$ cat src/rtl/core/pdtg_pkg.sv
// ----------------------------------------------------------------------------
// pdtg_pkg
// Shared widths, codes, state encoding and controller/datapath interface
// structs for the path distance trigger generator.
// ----------------------------------------------------------------------------
package pdtg_pkg;

   // field widths
   localparam int LEN_W      = 24;   // segment length, spacing, velocity
   localparam int POS_W      = 40;   // running length and positions
   localparam int NEXT_W     = POS_W + 1;
   localparam int SEG_CNT_W  = 16;   // segment index counter (SEGMENT_INDEX_BITS)
   localparam int SEG_OUT_W  = 16;
   localparam int TOTAL_W    = 32;
   localparam int TIME_W     = 40;
   localparam int HALF_W     = 20;   // multiplier operand split
   localparam int PROD_W     = POS_W + HALF_W;
   localparam int EMIT_CNT_W = 6;
   localparam int DIV_CNT_W  = 6;
   localparam int CSR_IDX_W  = 2;

   // per-segment trigger limit
   localparam logic [EMIT_CNT_W-1:0] MAX_TRIGGERS_PER_SEGMENT = EMIT_CNT_W'(63);

   // microseconds per second
   localparam logic [HALF_W-1:0] US_PER_S = HALF_W'(1000000);

   // quotient bits produced by the divider
   localparam logic [DIV_CNT_W-1:0] DIV_STEPS = DIV_CNT_W'(TIME_W);

   // reset values of the configuration registers
   localparam logic [LEN_W-1:0] SPACING_RESET  = LEN_W'(1000);
   localparam logic [LEN_W-1:0] VELOCITY_RESET = LEN_W'(10000);

   // configuration register indexes
   localparam logic [CSR_IDX_W-1:0] REG_TRIGGER_SPACING = CSR_IDX_W'(0);
   localparam logic [CSR_IDX_W-1:0] REG_VELOCITY        = CSR_IDX_W'(1);

   // result kinds
   localparam logic KIND_TRIGGER = 1'b0;
   localparam logic KIND_SUMMARY = 1'b1;

   typedef enum logic [3:0] {
      ST_IDLE,
      ST_CHECK,
      ST_LOAD_TRIG,
      ST_LOAD_SUM,
      ST_MUL_LO,
      ST_MUL_HI,
      ST_DIV_START,
      ST_DIV_WAIT,
      ST_EMIT,
      ST_SKIP_START,
      ST_SKIP_WAIT,
      ST_SKIP_FIX
   } state_type;

   typedef struct packed {
      logic accept;       // take segment, update length and segment counter
      logic check;        // latch per-segment overflow mode
      logic load_trig;    // stage next trigger position, advance it
      logic load_sum;     // stage path length for summary
      logic mul_lo;       // low partial product
      logic mul_hi;       // high partial product, accumulate
      logic time_start;   // divider: product / velocity
      logic skip_start;   // divider: remaining distance mod spacing
      logic skip_fix;     // move next trigger past running length
      logic emit;         // load output register
   } cmd_type;

   typedef struct packed {
      logic due;          // a trigger falls inside the running length
      logic more_trig;    // another trigger follows the staged one
      logic ovf_mode;     // this segment exceeds the trigger limit
      logic last;         // current segment ends the path
      logic kind;         // kind of the staged result
      logic div_busy;
      logic out_free;     // output register can take a result
   } status_type;

endpackage

$ cat src/rtl/core/pdtg_divider.sv
// ----------------------------------------------------------------------------
// pdtg_divider
// Restoring divider, one quotient bit per cycle. Dividend must be below
// divisor * 2^40; quotient is 40 bits, remainder 24 bits.
// ----------------------------------------------------------------------------
module pdtg_divider (
   input  logic                             clock,
   input  logic                             reset,
   input  logic                             start,
   input  logic [pdtg_pkg::PROD_W-1:0]      dividend,
   input  logic [pdtg_pkg::LEN_W-1:0]       divisor,
   output logic                             busy,
   output logic [pdtg_pkg::TIME_W-1:0]      quotient,
   output logic [pdtg_pkg::LEN_W-1:0]       remainder
);

   logic [pdtg_pkg::LEN_W-1:0]     rem_ff, rem_in;
   logic [pdtg_pkg::TIME_W-1:0]    quo_ff, quo_in;
   logic [pdtg_pkg::LEN_W-1:0]     dvs_ff, dvs_in;
   logic [pdtg_pkg::DIV_CNT_W-1:0] cnt_ff, cnt_in;
   logic [pdtg_pkg::LEN_W:0]       trial;
   logic                           fits;

   assign trial = {rem_ff, quo_ff[pdtg_pkg::TIME_W-1]};
   assign fits  = trial >= {1'b0, dvs_ff};

   always_comb begin
      rem_in = rem_ff;
      quo_in = quo_ff;
      dvs_in = dvs_ff;
      cnt_in = cnt_ff;
      if (start) begin
         rem_in = pdtg_pkg::LEN_W'(dividend[pdtg_pkg::PROD_W-1:pdtg_pkg::TIME_W]);
         quo_in = dividend[pdtg_pkg::TIME_W-1:0];
         dvs_in = divisor;
         cnt_in = pdtg_pkg::DIV_STEPS;
      end else if (cnt_ff != '0) begin
         rem_in = fits ? pdtg_pkg::LEN_W'(trial - {1'b0, dvs_ff})
                       : pdtg_pkg::LEN_W'(trial);
         quo_in = {quo_ff[pdtg_pkg::TIME_W-2:0], fits};
         cnt_in = cnt_ff - 1'b1;
      end
   end

   always_ff @(posedge clock) begin
      if (reset) begin
         cnt_ff <= '0;
      end else begin
         cnt_ff <= cnt_in;
      end
      rem_ff <= rem_in;
      quo_ff <= quo_in;
      dvs_ff <= dvs_in;
   end

   assign busy      = cnt_ff != '0;
   assign quotient  = quo_ff;
   assign remainder = rem_ff;

endmodule

$ cat src/rtl/core/pdtg_datapath.sv
// ----------------------------------------------------------------------------
// pdtg_datapath
// Path state, configuration registers, time multiplier, shared divider and
// the output register.
// ----------------------------------------------------------------------------
module pdtg_datapath (
   input  logic                                clock,
   input  logic                                reset,
   input  pdtg_pkg::cmd_type                   cmd,
   output pdtg_pkg::status_type                status,
   input  logic [pdtg_pkg::LEN_W-1:0]          req_segment_length_um,
   input  logic                                req_last_segment,
   input  logic                                csr_write_enable,
   input  logic [pdtg_pkg::CSR_IDX_W-1:0]      csr_index,
   input  logic [pdtg_pkg::LEN_W-1:0]          csr_write_data,
   output logic                                rsp_valid,
   input  logic                                rsp_stall,
   output logic                                rsp_kind,
   output logic [pdtg_pkg::POS_W-1:0]          rsp_position_um,
   output logic [pdtg_pkg::TIME_W-1:0]         rsp_time_us,
   output logic [pdtg_pkg::SEG_OUT_W-1:0]      rsp_segment_number,
   output logic [pdtg_pkg::TOTAL_W-1:0]        rsp_trigger_total,
   output logic                                rsp_overflow,
   output logic                                rsp_last_result
);

   localparam int XMAX_W = pdtg_pkg::LEN_W + pdtg_pkg::EMIT_CNT_W;
   localparam int CMP_W  = pdtg_pkg::NEXT_W + 1;

   // configuration
   logic [pdtg_pkg::LEN_W-1:0]      spacing_ff, spacing_in;
   logic [pdtg_pkg::LEN_W-1:0]      velocity_ff, velocity_in;

   // path state
   logic [pdtg_pkg::POS_W-1:0]      length_ff, length_in;
   logic [pdtg_pkg::NEXT_W-1:0]     next_ff, next_in;
   logic [pdtg_pkg::SEG_CNT_W-1:0]  segcnt_ff, segcnt_in;
   logic [pdtg_pkg::TOTAL_W-1:0]    trigcnt_ff, trigcnt_in;
   logic                            skipped_ff, skipped_in;

   // per-segment working registers
   logic                            last_ff, last_in;
   logic [pdtg_pkg::SEG_CNT_W-1:0]  seg_ff, seg_in;
   logic [pdtg_pkg::EMIT_CNT_W-1:0] emitcnt_ff, emitcnt_in;
   logic                            ovf_mode_ff, ovf_mode_in;
   logic                            kind_ff, kind_in;
   logic [pdtg_pkg::POS_W-1:0]      pos_ff, pos_in;
   logic [pdtg_pkg::PROD_W-1:0]     prod_ff, prod_in;

   // output register
   logic                            out_valid_ff, out_valid_in;
   logic                            out_kind_ff, out_kind_in;
   logic [pdtg_pkg::POS_W-1:0]      out_pos_ff, out_pos_in;
   logic [pdtg_pkg::TIME_W-1:0]     out_time_ff, out_time_in;
   logic [pdtg_pkg::SEG_OUT_W-1:0]  out_seg_ff, out_seg_in;
   logic [pdtg_pkg::TOTAL_W-1:0]    out_total_ff, out_total_in;
   logic                            out_ovf_ff, out_ovf_in;
   logic                            out_last_ff, out_last_in;

   // combinational helpers
   logic [pdtg_pkg::POS_W:0]        length_sum;
   logic [XMAX_W-1:0]               spacing_x_max;
   logic [CMP_W-1:0]                ovf_limit;
   logic                            due;
   logic                            ovf_now;
   logic                            more_trig;
   logic [pdtg_pkg::POS_W-1:0]      lo_prod, hi_prod;
   logic [pdtg_pkg::TIME_W-1:0]     time_val;
   logic                            div_start;
   logic [pdtg_pkg::PROD_W-1:0]     div_dividend;
   logic [pdtg_pkg::LEN_W-1:0]      div_divisor;
   logic                            div_busy;
   logic [pdtg_pkg::TIME_W-1:0]     div_quotient;
   logic [pdtg_pkg::LEN_W-1:0]      div_remainder;
   logic [pdtg_pkg::POS_W-1:0]      remaining;
   logic                            out_free;

   assign length_sum    = {1'b0, length_ff} + (pdtg_pkg::POS_W+1)'(req_segment_length_um);
   assign spacing_x_max = XMAX_W'(spacing_ff) * XMAX_W'(pdtg_pkg::MAX_TRIGGERS_PER_SEGMENT);
   assign ovf_limit     = {1'b0, next_ff} + CMP_W'(spacing_x_max);
   assign due           = (spacing_ff != '0) && ({1'b0, length_ff} >= next_ff);
   assign ovf_now       = CMP_W'(length_ff) >= ovf_limit;
   assign more_trig     = ovf_mode_ff ? (emitcnt_ff != pdtg_pkg::MAX_TRIGGERS_PER_SEGMENT)
                                      : ({1'b0, length_ff} >= next_ff);
   assign remaining     = length_ff - next_ff[pdtg_pkg::POS_W-1:0];

   assign lo_prod = pdtg_pkg::POS_W'(pos_ff[pdtg_pkg::HALF_W-1:0])
                  * pdtg_pkg::POS_W'(pdtg_pkg::US_PER_S);
   assign hi_prod = pdtg_pkg::POS_W'(pos_ff[pdtg_pkg::POS_W-1:pdtg_pkg::HALF_W])
                  * pdtg_pkg::POS_W'(pdtg_pkg::US_PER_S);

   // zero velocity gives zero time; a quotient past 40 bits saturates
   always_comb begin
      if (velocity_ff == '0) begin
         time_val = '0;
      end else if (pdtg_pkg::LEN_W'(prod_ff[pdtg_pkg::PROD_W-1:pdtg_pkg::TIME_W])
                   >= velocity_ff) begin
         time_val = '1;
      end else begin
         time_val = div_quotient;
      end
   end

   // divider shared between trigger times and the skip remainder
   assign div_start    = cmd.time_start | cmd.skip_start;
   assign div_dividend = cmd.skip_start ? pdtg_pkg::PROD_W'(remaining) : prod_ff;
   assign div_divisor  = cmd.skip_start ? spacing_ff : velocity_ff;

   pdtg_divider u_divider (
      .clock     (clock),
      .reset     (reset),
      .start     (div_start),
      .dividend  (div_dividend),
      .divisor   (div_divisor),
      .busy      (div_busy),
      .quotient  (div_quotient),
      .remainder (div_remainder)
   );

   assign out_free = !out_valid_ff || !rsp_stall;

   always_comb begin
      spacing_in  = spacing_ff;
      velocity_in = velocity_ff;
      length_in   = length_ff;
      next_in     = next_ff;
      segcnt_in   = segcnt_ff;
      trigcnt_in  = trigcnt_ff;
      skipped_in  = skipped_ff;
      last_in     = last_ff;
      seg_in      = seg_ff;
      emitcnt_in  = emitcnt_ff;
      ovf_mode_in = ovf_mode_ff;
      kind_in     = kind_ff;
      pos_in      = pos_ff;
      prod_in     = prod_ff;

      if (csr_write_enable) begin
         case (csr_index)
            pdtg_pkg::REG_TRIGGER_SPACING: begin
               spacing_in = csr_write_data;
               // between paths the new spacing also sets the first trigger
               if (length_ff == '0 && segcnt_ff == '0) begin
                  next_in = pdtg_pkg::NEXT_W'(csr_write_data);
               end
            end
            pdtg_pkg::REG_VELOCITY: begin
               velocity_in = csr_write_data;
            end
            default: begin
            end
         endcase
      end

      if (cmd.accept) begin
         length_in  = length_sum[pdtg_pkg::POS_W] ? '1 : length_sum[pdtg_pkg::POS_W-1:0];
         last_in    = req_last_segment;
         seg_in     = segcnt_ff;
         segcnt_in  = (segcnt_ff == '1) ? segcnt_ff : segcnt_ff + 1'b1;
         emitcnt_in = '0;
      end

      if (cmd.check) begin
         ovf_mode_in = due && ovf_now;
         if (due && ovf_now) begin
            skipped_in = 1'b1;
         end
      end

      if (cmd.load_trig) begin
         kind_in    = pdtg_pkg::KIND_TRIGGER;
         pos_in     = next_ff[pdtg_pkg::POS_W-1:0];
         next_in    = next_ff + pdtg_pkg::NEXT_W'(spacing_ff);
         emitcnt_in = emitcnt_ff + 1'b1;
         trigcnt_in = (trigcnt_ff == '1) ? trigcnt_ff : trigcnt_ff + 1'b1;
      end

      if (cmd.load_sum) begin
         kind_in = pdtg_pkg::KIND_SUMMARY;
         pos_in  = length_ff;
      end

      if (cmd.mul_lo) begin
         prod_in = pdtg_pkg::PROD_W'(lo_prod);
      end

      if (cmd.mul_hi) begin
         prod_in = prod_ff + {hi_prod, {pdtg_pkg::HALF_W{1'b0}}};
      end

      // first trigger position past the running length
      if (cmd.skip_fix) begin
         next_in = {1'b0, length_ff} - pdtg_pkg::NEXT_W'(div_remainder)
                 + pdtg_pkg::NEXT_W'(spacing_ff);
      end

      // summary ends the path
      if (cmd.emit && kind_ff == pdtg_pkg::KIND_SUMMARY) begin
         length_in  = '0;
         next_in    = pdtg_pkg::NEXT_W'(spacing_ff);
         segcnt_in  = '0;
         trigcnt_in = '0;
         skipped_in = 1'b0;
      end
   end

   always_comb begin
      out_valid_in = out_valid_ff && rsp_stall;
      out_kind_in  = out_kind_ff;
      out_pos_in   = out_pos_ff;
      out_time_in  = out_time_ff;
      out_seg_in   = out_seg_ff;
      out_total_in = out_total_ff;
      out_ovf_in   = out_ovf_ff;
      out_last_in  = out_last_ff;
      if (cmd.emit) begin
         out_valid_in = 1'b1;
         out_kind_in  = kind_ff;
         out_pos_in   = pos_ff;
         out_time_in  = time_val;
         out_seg_in   = pdtg_pkg::SEG_OUT_W'(seg_ff);
         out_total_in = trigcnt_ff;
         out_ovf_in   = skipped_ff;
         out_last_in  = (kind_ff == pdtg_pkg::KIND_SUMMARY) || (!more_trig && !last_ff);
      end
   end

   always_ff @(posedge clock) begin
      if (reset) begin
         spacing_ff   <= pdtg_pkg::SPACING_RESET;
         velocity_ff  <= pdtg_pkg::VELOCITY_RESET;
         length_ff    <= '0;
         next_ff      <= pdtg_pkg::NEXT_W'(pdtg_pkg::SPACING_RESET);
         segcnt_ff    <= '0;
         trigcnt_ff   <= '0;
         skipped_ff   <= 1'b0;
         last_ff      <= 1'b0;
         emitcnt_ff   <= '0;
         ovf_mode_ff  <= 1'b0;
         kind_ff      <= pdtg_pkg::KIND_TRIGGER;
         out_valid_ff <= 1'b0;
      end else begin
         spacing_ff   <= spacing_in;
         velocity_ff  <= velocity_in;
         length_ff    <= length_in;
         next_ff      <= next_in;
         segcnt_ff    <= segcnt_in;
         trigcnt_ff   <= trigcnt_in;
         skipped_ff   <= skipped_in;
         last_ff      <= last_in;
         emitcnt_ff   <= emitcnt_in;
         ovf_mode_ff  <= ovf_mode_in;
         kind_ff      <= kind_in;
         out_valid_ff <= out_valid_in;
      end
      seg_ff       <= seg_in;
      pos_ff       <= pos_in;
      prod_ff      <= prod_in;
      out_kind_ff  <= out_kind_in;
      out_pos_ff   <= out_pos_in;
      out_time_ff  <= out_time_in;
      out_seg_ff   <= out_seg_in;
      out_total_ff <= out_total_in;
      out_ovf_ff   <= out_ovf_in;
      out_last_ff  <= out_last_in;
   end

   assign status.due       = due;
   assign status.more_trig = more_trig;
   assign status.ovf_mode  = ovf_mode_ff;
   assign status.last      = last_ff;
   assign status.kind      = kind_ff;
   assign status.div_busy  = div_busy;
   assign status.out_free  = out_free;

   assign rsp_valid          = out_valid_ff;
   assign rsp_kind           = out_kind_ff;
   assign rsp_position_um    = out_pos_ff;
   assign rsp_time_us        = out_time_ff;
   assign rsp_segment_number = out_seg_ff;
   assign rsp_trigger_total  = out_total_ff;
   assign rsp_overflow       = out_ovf_ff;
   assign rsp_last_result    = out_last_ff;

endmodule

$ cat src/rtl/core/pdtg_controller.sv
// ----------------------------------------------------------------------------
// pdtg_controller
// Sequencer: segment intake, per-trigger multiply/divide/emit, skip fixup
// and path summary.
// ----------------------------------------------------------------------------
module pdtg_controller (
   input  logic                  clock,
   input  logic                  reset,
   input  logic                  req_valid,
   output logic                  req_stall,
   input  pdtg_pkg::status_type  status,
   output pdtg_pkg::cmd_type     cmd
);

   pdtg_pkg::state_type state_ff, state_in;

   always_comb begin
      state_in = state_ff;
      case (state_ff)
         pdtg_pkg::ST_IDLE: begin
            if (req_valid) state_in = pdtg_pkg::ST_CHECK;
         end
         pdtg_pkg::ST_CHECK: begin
            if (status.due)       state_in = pdtg_pkg::ST_LOAD_TRIG;
            else if (status.last) state_in = pdtg_pkg::ST_LOAD_SUM;
            else                  state_in = pdtg_pkg::ST_IDLE;
         end
         pdtg_pkg::ST_LOAD_TRIG: state_in = pdtg_pkg::ST_MUL_LO;
         pdtg_pkg::ST_LOAD_SUM:  state_in = pdtg_pkg::ST_MUL_LO;
         pdtg_pkg::ST_MUL_LO:    state_in = pdtg_pkg::ST_MUL_HI;
         pdtg_pkg::ST_MUL_HI:    state_in = pdtg_pkg::ST_DIV_START;
         pdtg_pkg::ST_DIV_START: state_in = pdtg_pkg::ST_DIV_WAIT;
         pdtg_pkg::ST_DIV_WAIT: begin
            if (!status.div_busy) state_in = pdtg_pkg::ST_EMIT;
         end
         pdtg_pkg::ST_EMIT: begin
            if (status.out_free) begin
               if (status.kind == pdtg_pkg::KIND_SUMMARY) state_in = pdtg_pkg::ST_IDLE;
               else if (status.more_trig) state_in = pdtg_pkg::ST_LOAD_TRIG;
               else if (status.ovf_mode)  state_in = pdtg_pkg::ST_SKIP_START;
               else if (status.last)      state_in = pdtg_pkg::ST_LOAD_SUM;
               else                       state_in = pdtg_pkg::ST_IDLE;
            end
         end
         pdtg_pkg::ST_SKIP_START: state_in = pdtg_pkg::ST_SKIP_WAIT;
         pdtg_pkg::ST_SKIP_WAIT: begin
            if (!status.div_busy) state_in = pdtg_pkg::ST_SKIP_FIX;
         end
         pdtg_pkg::ST_SKIP_FIX: begin
            if (status.last) state_in = pdtg_pkg::ST_LOAD_SUM;
            else             state_in = pdtg_pkg::ST_IDLE;
         end
         default: state_in = pdtg_pkg::ST_IDLE;
      endcase
   end

   always_comb begin
      cmd        = '0;
      req_stall  = state_ff != pdtg_pkg::ST_IDLE;
      case (state_ff)
         pdtg_pkg::ST_IDLE:       cmd.accept     = req_valid;
         pdtg_pkg::ST_CHECK:      cmd.check      = 1'b1;
         pdtg_pkg::ST_LOAD_TRIG:  cmd.load_trig  = 1'b1;
         pdtg_pkg::ST_LOAD_SUM:   cmd.load_sum   = 1'b1;
         pdtg_pkg::ST_MUL_LO:     cmd.mul_lo     = 1'b1;
         pdtg_pkg::ST_MUL_HI:     cmd.mul_hi     = 1'b1;
         pdtg_pkg::ST_DIV_START:  cmd.time_start = 1'b1;
         pdtg_pkg::ST_EMIT:       cmd.emit       = status.out_free;
         pdtg_pkg::ST_SKIP_START: cmd.skip_start = 1'b1;
         pdtg_pkg::ST_SKIP_FIX:   cmd.skip_fix   = 1'b1;
         default: begin
         end
      endcase
   end

   always_ff @(posedge clock) begin
      if (reset) begin
         state_ff <= pdtg_pkg::ST_IDLE;
      end else begin
         state_ff <= state_in;
      end
   end

endmodule

$ cat src/rtl/core/path_distance_trigger_generator.sv
// ----------------------------------------------------------------------------
// path_distance_trigger_generator
// Fixed-distance position trigger: running path length, trigger points with
// times, per-path summary.
// ----------------------------------------------------------------------------
// Usage:
//   req_* carries one path segment per transaction (length in um, last flag);
//   a transaction completes when req_valid is high and req_stall is low.
//   rsp_* carries trigger and summary results, one per transaction, same rule.
//   csr_* writes trigger spacing (index 0) and velocity (index 1) while idle.
// Sequence:
//   A segment with no result passes intake and trigger check only.
//   Each result goes through staging, two 20x20 partial products for
//   position * 1e6, the bit-serial divider for the time, and emit. A segment
//   past the per-segment trigger limit adds a remainder pass through the
//   same divider and a fixup of the next trigger. One segment in flight.
// Reset:
//   Synchronous, active high. Spacing 1000 um, velocity 10000 um/s, path
//   state cleared, next trigger at the spacing, no result pending.
// Stall:
//   A result waits in the output register; the sequencer keeps computing
//   the next result and holds it until the output register frees up.
// ----------------------------------------------------------------------------
module path_distance_trigger_generator (
   input  logic                                clock,
   input  logic                                reset,
   // segment input
   input  logic                                req_valid,
   output logic                                req_stall,
   input  logic [pdtg_pkg::LEN_W-1:0]          req_segment_length_um,
   input  logic                                req_last_segment,
   // result output
   output logic                                rsp_valid,
   input  logic                                rsp_stall,
   output logic                                rsp_kind,
   output logic [pdtg_pkg::POS_W-1:0]          rsp_position_um,
   output logic [pdtg_pkg::TIME_W-1:0]         rsp_time_us,
   output logic [pdtg_pkg::SEG_OUT_W-1:0]      rsp_segment_number,
   output logic [pdtg_pkg::TOTAL_W-1:0]        rsp_trigger_total,
   output logic                                rsp_overflow,
   output logic                                rsp_last_result,
   // configuration
   input  logic                                csr_write_enable,
   input  logic [pdtg_pkg::CSR_IDX_W-1:0]      csr_index,
   input  logic [pdtg_pkg::LEN_W-1:0]          csr_write_data
);

   pdtg_pkg::cmd_type    cmd;
   pdtg_pkg::status_type status;

   // sequencer: one segment at a time, one result at a time
   pdtg_controller u_controller (
      .clock     (clock),
      .reset     (reset),
      .req_valid (req_valid),
      .req_stall (req_stall),
      .status    (status),
      .cmd       (cmd)
   );

   // path state, arithmetic and output register
   pdtg_datapath u_datapath (
      .clock                 (clock),
      .reset                 (reset),
      .cmd                   (cmd),
      .status                (status),
      .req_segment_length_um (req_segment_length_um),
      .req_last_segment      (req_last_segment),
      .csr_write_enable      (csr_write_enable),
      .csr_index             (csr_index),
      .csr_write_data        (csr_write_data),
      .rsp_valid             (rsp_valid),
      .rsp_stall             (rsp_stall),
      .rsp_kind              (rsp_kind),
      .rsp_position_um       (rsp_position_um),
      .rsp_time_us           (rsp_time_us),
      .rsp_segment_number    (rsp_segment_number),
      .rsp_trigger_total     (rsp_trigger_total),
      .rsp_overflow          (rsp_overflow),
      .rsp_last_result       (rsp_last_result)
   );

endmodule
$ cat config.mk
export PLATFORM = sky130hd
export DESIGN_NAME = path_distance_trigger_generator
export DESIGN_NICKNAME = d
export VERILOG_FILES = /design/src/rtl/core/pdtg_pkg.sv /design/src/rtl/core/pdtg_divider.sv /design/src/rtl/core/pdtg_datapath.sv /design/src/rtl/core/pdtg_controller.sv /design/src/rtl/core/path_distance_trigger_generator.sv
export SDC_FILE = /design/constraint.sdc
export NUM_CORES = 2
export LEC_CHECK = 0
export ABC_AREA = 1
export BUFFER_PORTS_ARGS = -buffer_cell sky130_fd_sc_hd__buf_2
export CAP_MARGIN = 20
export CORE_MARGIN = 8
export CORE_UTILIZATION = 45
export CTS_CLUSTER_DIAMETER = 60
export DETAILED_ROUTE_END_ITERATION = 6
export HOLD_SLACK_MARGIN = 0.12
export SETUP_SLACK_MARGIN = 0.3
export SYNTH_ARGS = -nofsm -noshare
export SYNTH_HDL_FRONTEND = slang
export SYNTH_HIERARCHICAL = 1
export SYNTH_SLANG_ARGS = --single-unit
export TNS_END_PERCENT = 30
$ cat constraint.sdc
create_clock -name clock -period 8.6 [get_ports clock]
set_clock_uncertainty 0.2 [all_clocks]
set_input_delay 0.86 -clock clock [delete_from_list [all_inputs] [get_ports clock]]
set_output_delay 0.86 -clock clock [all_outputs]
set_load 0.01 [all_outputs]
==> Word-level counts from Yosys, hierarchy flattened <==
Cells that the tools add are included.
{ "op_classes": {"add_sub_neg": 12, "mul": 3, "order_cmp": 4, "eq_ne": 19, "mux": 47, "n_bitwise": 3, "n_reduce_logical": 41} }
{ "op_table": {"columns": ["cell", "n"], "rows": [
  ["two-way mux 40 bit", 6],
  ["two-way mux 41 bit", 5],
  ["two-way mux 60 bit", 3],
  ["adder 41 x 24 -> 41 bit", 2],
  ["two-way mux 24 bit", 3],
  ["multiplier 20 x 14 -> 34 bit (second input constant)", 2],
  ["adder 60 bit", 1],
  ["one-hot mux 4 bit (11 select lines)", 1],
  ["adder 41 x 30 -> 42 bit", 1],
  ["greater-or-equal comparator 40 x 42 -> 1 bit", 1],
  ["adder 40 x 24 -> 41 bit", 1],
  ["greater-or-equal comparator 40 x 41 -> 1 bit", 1],
  ["subtractor 40 x 24 -> 41 bit", 1],
  ["zero test 40 bit", 1],
  ["two-way mux 20 bit", 2],
  ["subtractor 40 bit", 1],
  ["adder 32 x 1 -> 32 bit (second input constant)", 1],
  ["equality test 32 bit (second input constant)", 1],
  ["two-way mux 4 bit", 8],
  ["multiplier 24 x 6 -> 30 bit (second input constant)", 1],
  ["greater-or-equal comparator 25 x 24 -> 1 bit", 1],
  ["greater-or-equal comparator 20 x 24 -> 1 bit", 1],
  ["zero test 24 bit", 1],
  ["two-way mux 6 bit", 4],
  ["32 further kinds", 79]
]} }
{ "totals": {"register_bits": 533, "output_inout_bits": 133, "word_cells": 159} }

==> Logic depth before layout (Yosys ltp) <==
{ "logic_depth": {"word_depth": 8, "ltp_mapped": 35, "ltp_nobuf": 35} }

==> Cells and area by module <==
Netlist, hierarchy kept.
{ "by_module_without_submodules": {"columns": ["module", "instances", "cells_each", "area_per_inst_um2", "seq_area_each_um2"], "rows": [
  ["pdtg_datapath", 1, 5799, 44625.3, 11000.6],
  ["pdtg_divider", 1, 815, 6047.0, 2722.6],
  ["pdtg_controller", 1, 86, 436.7, 80.1]
]} }

==> Least setup slack after synthesis <==
Ideal clock, no wire load.
{ "synth_path": {"kind": "input -> register", "from": "input port rsp_stall", "to": "register u_datapath/length_ff[27] (netlist name)", "setup_ns": 0.128, "arrival_time_ns": 8.536, "required_ns": 8.272, "setup_slack_ns": -0.263, "stages": 11, "path_cell_list": "nand2_1 buf_4 inv_1 nor2_1 nand2_1 inv_2 nor2_1 inv_1 buf_2 buf_1 nor2_1"} }
{ "synth_lines": {"columns": ["element", "line_no", "text"], "rows": [
  ["start, declared", "path_distance_trigger_generator.sv:34", "input logic rsp_stall,"],
  ["end signal, assigned", "pdtg_datapath.sv:245", "length_ff <= length_in;"],
  ["end, declared", "pdtg_datapath.sv:35", "logic [pdtg_pkg::POS_W-1:0] length_ff, length_in;"]
]} }

==> Worst setup path in the final report <==
{ "layout_path": {"from": "register u_datapath/pos_ff[23] (netlist name)", "to": "register u_datapath/prod_ff[59] (netlist name), data pin"} }
{ "layout_via": {"elab_chain_cells": 3} }
{ "layout_lines": {"columns": ["element", "line_no", "text"], "rows": [
  ["start, declared", "pdtg_datapath.sv:47", "logic [pdtg_pkg::POS_W-1:0] pos_ff, pos_in;"],
  ["start signal, assigned", "pdtg_datapath.sv:257", "pos_ff <= pos_in;"],
  ["multiplier 20 x 14 -> 34 bit", "pdtg_datapath.sv:90", "* pdtg_pkg::POS_W'(pdtg_pkg::US_PER_S);"],
  ["adder 60 bit", "pdtg_datapath.sv:188", "prod_in = prod_ff + {hi_prod, {pdtg_pkg::HALF_W{1'b0}}};"],
  ["two-way mux 60 bit", "pdtg_datapath.sv:187", "if (cmd.mul_hi) begin"],
  ["end signal, assigned", "pdtg_datapath.sv:258", "prod_ff <= prod_in;"],
  ["end, declared", "pdtg_datapath.sv:48", "logic [pdtg_pkg::PROD_W-1:0] prod_ff, prod_in;"]
]} }
Every way passes these cells.
A chain may end at the register's enable or synchronous reset.

==> run metrics <==
top_reg_cell synth=edfxtp_1; Synth top cells by count=1461 x nand2_1, 1143 x inv_1, 567 x ha_1; I/O Pins=189; Max FO, Critical Path=6; WS Path Type=flip-flop to flip-flop; Root Buffer Master=clkbuf_16; die width=353 microns; Adder-Cell Fraction of Synth Area=24.5%; Clk Latency, worst-skew pair=0.68 ns; HP Class=flip-flop to flip-flop; syn nets=7594; largest family of logic cells by synthesized area=adder cells; Wirelength per Cell=22.3 microns; CTS buffer count=79; Layout Nets=7784; number of cell rows=123; layout cell share with drive strength beyond 1=7.81%; CP Capture Type=flip-flop; CP dominant cell by count=nand2_1; CTS tree=built; Max Cap Viol=0; # DRC=0; gr usage total=29.4%; Mapped Cells=6700; Layout area overhead=10.3%; post-synth cell types=78; Mapped Area=51100 sq um; first-pass GRT wire length=282000 microns; Final Hold Fails=0; Mapped Avg Cell Area=7.63 sq um; clk sinks=527; gr ovfl total=0; Initial Utilization=45.4%; Hold Buf Count CTS=0; most numerous cell in the Yosys netlist=nand2_1; worst slew pin tran=1.17 ns; top cells by area, synth=edfxtp_1 19%, ha_1 14%, nand2_1 11%, fa_1 11%, inv_1 8.4%; Final period util=85.6%; Final setup viols=0; Buffers on Ports=188; die height=353 microns; XOR/XNOR share of the synthesized area=2.86%; DRT Pass-1 Iters=6; status=complete, no violations; crit-path max cell delay=0.58 ns; ys async rst share=0%; antenna-violating nets left=0; unrepaired setup endpoints after global routing=false; post-synth top area cell=edfxtp_1; FF+latch count, synth=527; largest net degree at the start of global routing=80; mux cell area share after synthesis=0.0196%; post-detail-place hpwl=155000 microns; vias in the first global route=44800; fillcell total=11300; setup TNS=0 ns; number of synthesized flops with an enable pin=325; complex-gate fraction of the synthesized area=13.6%; WL final=189000 microns; fmax=0.136 GHz; placer congestion estimate=0.985; Crit path required time=8.83 ns; Core ar.=113000 sq um; Via Count=46800; slowest CP cell=fa_1; initial antenna violation count=4; worst-case clock buffer depth=3; post-CTS setup buffer count=0; Reg clk slew, reported paths=0.06 ns; CP Data Arrival Time=7.59 ns; Warnings, synthesis=6; simple-gate area share of the yosys netlist=22.2%; Final Slew Violations=0; share of the synthesized area in the top cell type=19.1%; Die ar.=125000 sq um; drt via density=5.54; # H-tree levels=3; Rel. slew slack=21.3%; sequential share of the synthesized area=27.0%; post-layout min period=7.36 ns; 1st-iter DRT viols=4469; post-CTS resize count=0; Worst Setup Start Kind=flip-flop
state kept, by name, indices dropped and copies added, names as in the netlist, 16 cells and up:
register	flops
u_datapath/spacing_ff	24
u_datapath/rsp_position_um	40
u_datapath/rsp_segment_number	16
u_datapath/u_divider/remainder	24
u_datapath/trigcnt_ff	32
u_datapath/prod_ff	54
u_datapath/velocity_ff	24
u_datapath/u_divider/dvs_ff	24
u_datapath/pos_ff	40
u_datapath/rsp_time_us	40
u_datapath/length_ff	40
u_datapath/seg_ff	16
u_datapath/rsp_trigger_total	32
u_datapath/next_ff	41
u_datapath/segcnt_ff	16
u_datapath/u_divider/quotient	40
per-stage QoR:
stage	util (%)	instances	instance area, sq um	setup WS (ns)	hold slack (ns)
after floorplan	-	6700	51100	2.03	0.200
after global placement	47.7	8308	53700	1.27	0.201
after detailed placement	47.7	8308	53700	1.21	0.206
after CTS	50.0	8455	56400	1.19	0.193
after global routing	50.1	8456	56400	0.652	0.205
final	50.1	8457	56400	1.24	0.195
placed cells by master (no fill, tap or decap), types with 202 or more instances in the layout:
master	count
a21oi_1	509
dfxtp_1	202
edfxtp_1	325
fa_1	271
ha_1	567
inv_1	1140
nand2_1	1460
nand3_1	311
nor2_1	495
o21ai_0	426
path summary, 6_finish.rpt:
path | start | end | slack, ns | cells after the start
worst min register to register | u_datapath/seg_ff[0] | u_datapath/rsp_segment_number[0] | 0.20 | 0
worst max register to register | u_datapath/pos_ff[23] | u_datapath/prod_ff[59] | 1.24 | 33
worst max-delay path | u_datapath/pos_ff[23] | u_datapath/prod_ff[59] | 1.24 | 33
worst min-delay path | u_datapath/seg_ff[0] | u_datapath/rsp_segment_number[0] | 0.20 | 0
worst max-delay path, delay by kind of cell (launching register included):
family	cells	cell delay, ns
flops	1	0.48
simple gates	10	0.90
xor+xnor	1	0.16
compound gates	9	1.36
fa+ha+maj	8	3.60
buf+inv	5	0.43
routing by layer:
| layer | routed length [microns] | vias up | global-route usage (%) |
|---|---|---|---|
| li1 | - | 22500 | - |
| met1 | 83800 | 22300 | 40.7 |
| met2 | 83300 | 1750 | 46.2 |
| met3 | 13700 | 320 | 4.44 |
| met4 | 7830 | 0 | 11.1 |
| met5 | 0 | - | 0 |
area by class of cell:
cell class              count  area, sq um  share of cell area (%)
diodes                      1         2.50                 0.00444
repair buffers            235         1310                    2.33
well taps                1500         1880                    3.33
multi-input cells        4877        32400                    57.4
clock inverters            49          507                   0.899
clock buffers              98         2120                    3.76
flip-flops and latches    527        13800                    24.5
inverters                1170         4400                    7.80
logic make-up after synthesis:
group	Yosys count
xor gates and xnor gates	167
DFF	527
buffers and inverters	1296
muxes	1
AOI/OAI and AO/OA	1233
adders and majority gates	838
and+or+nand+nor	2638
Power is not shown: default switching activity piles up to over one toggle a cycle in this logic, so the estimate is an artifact.
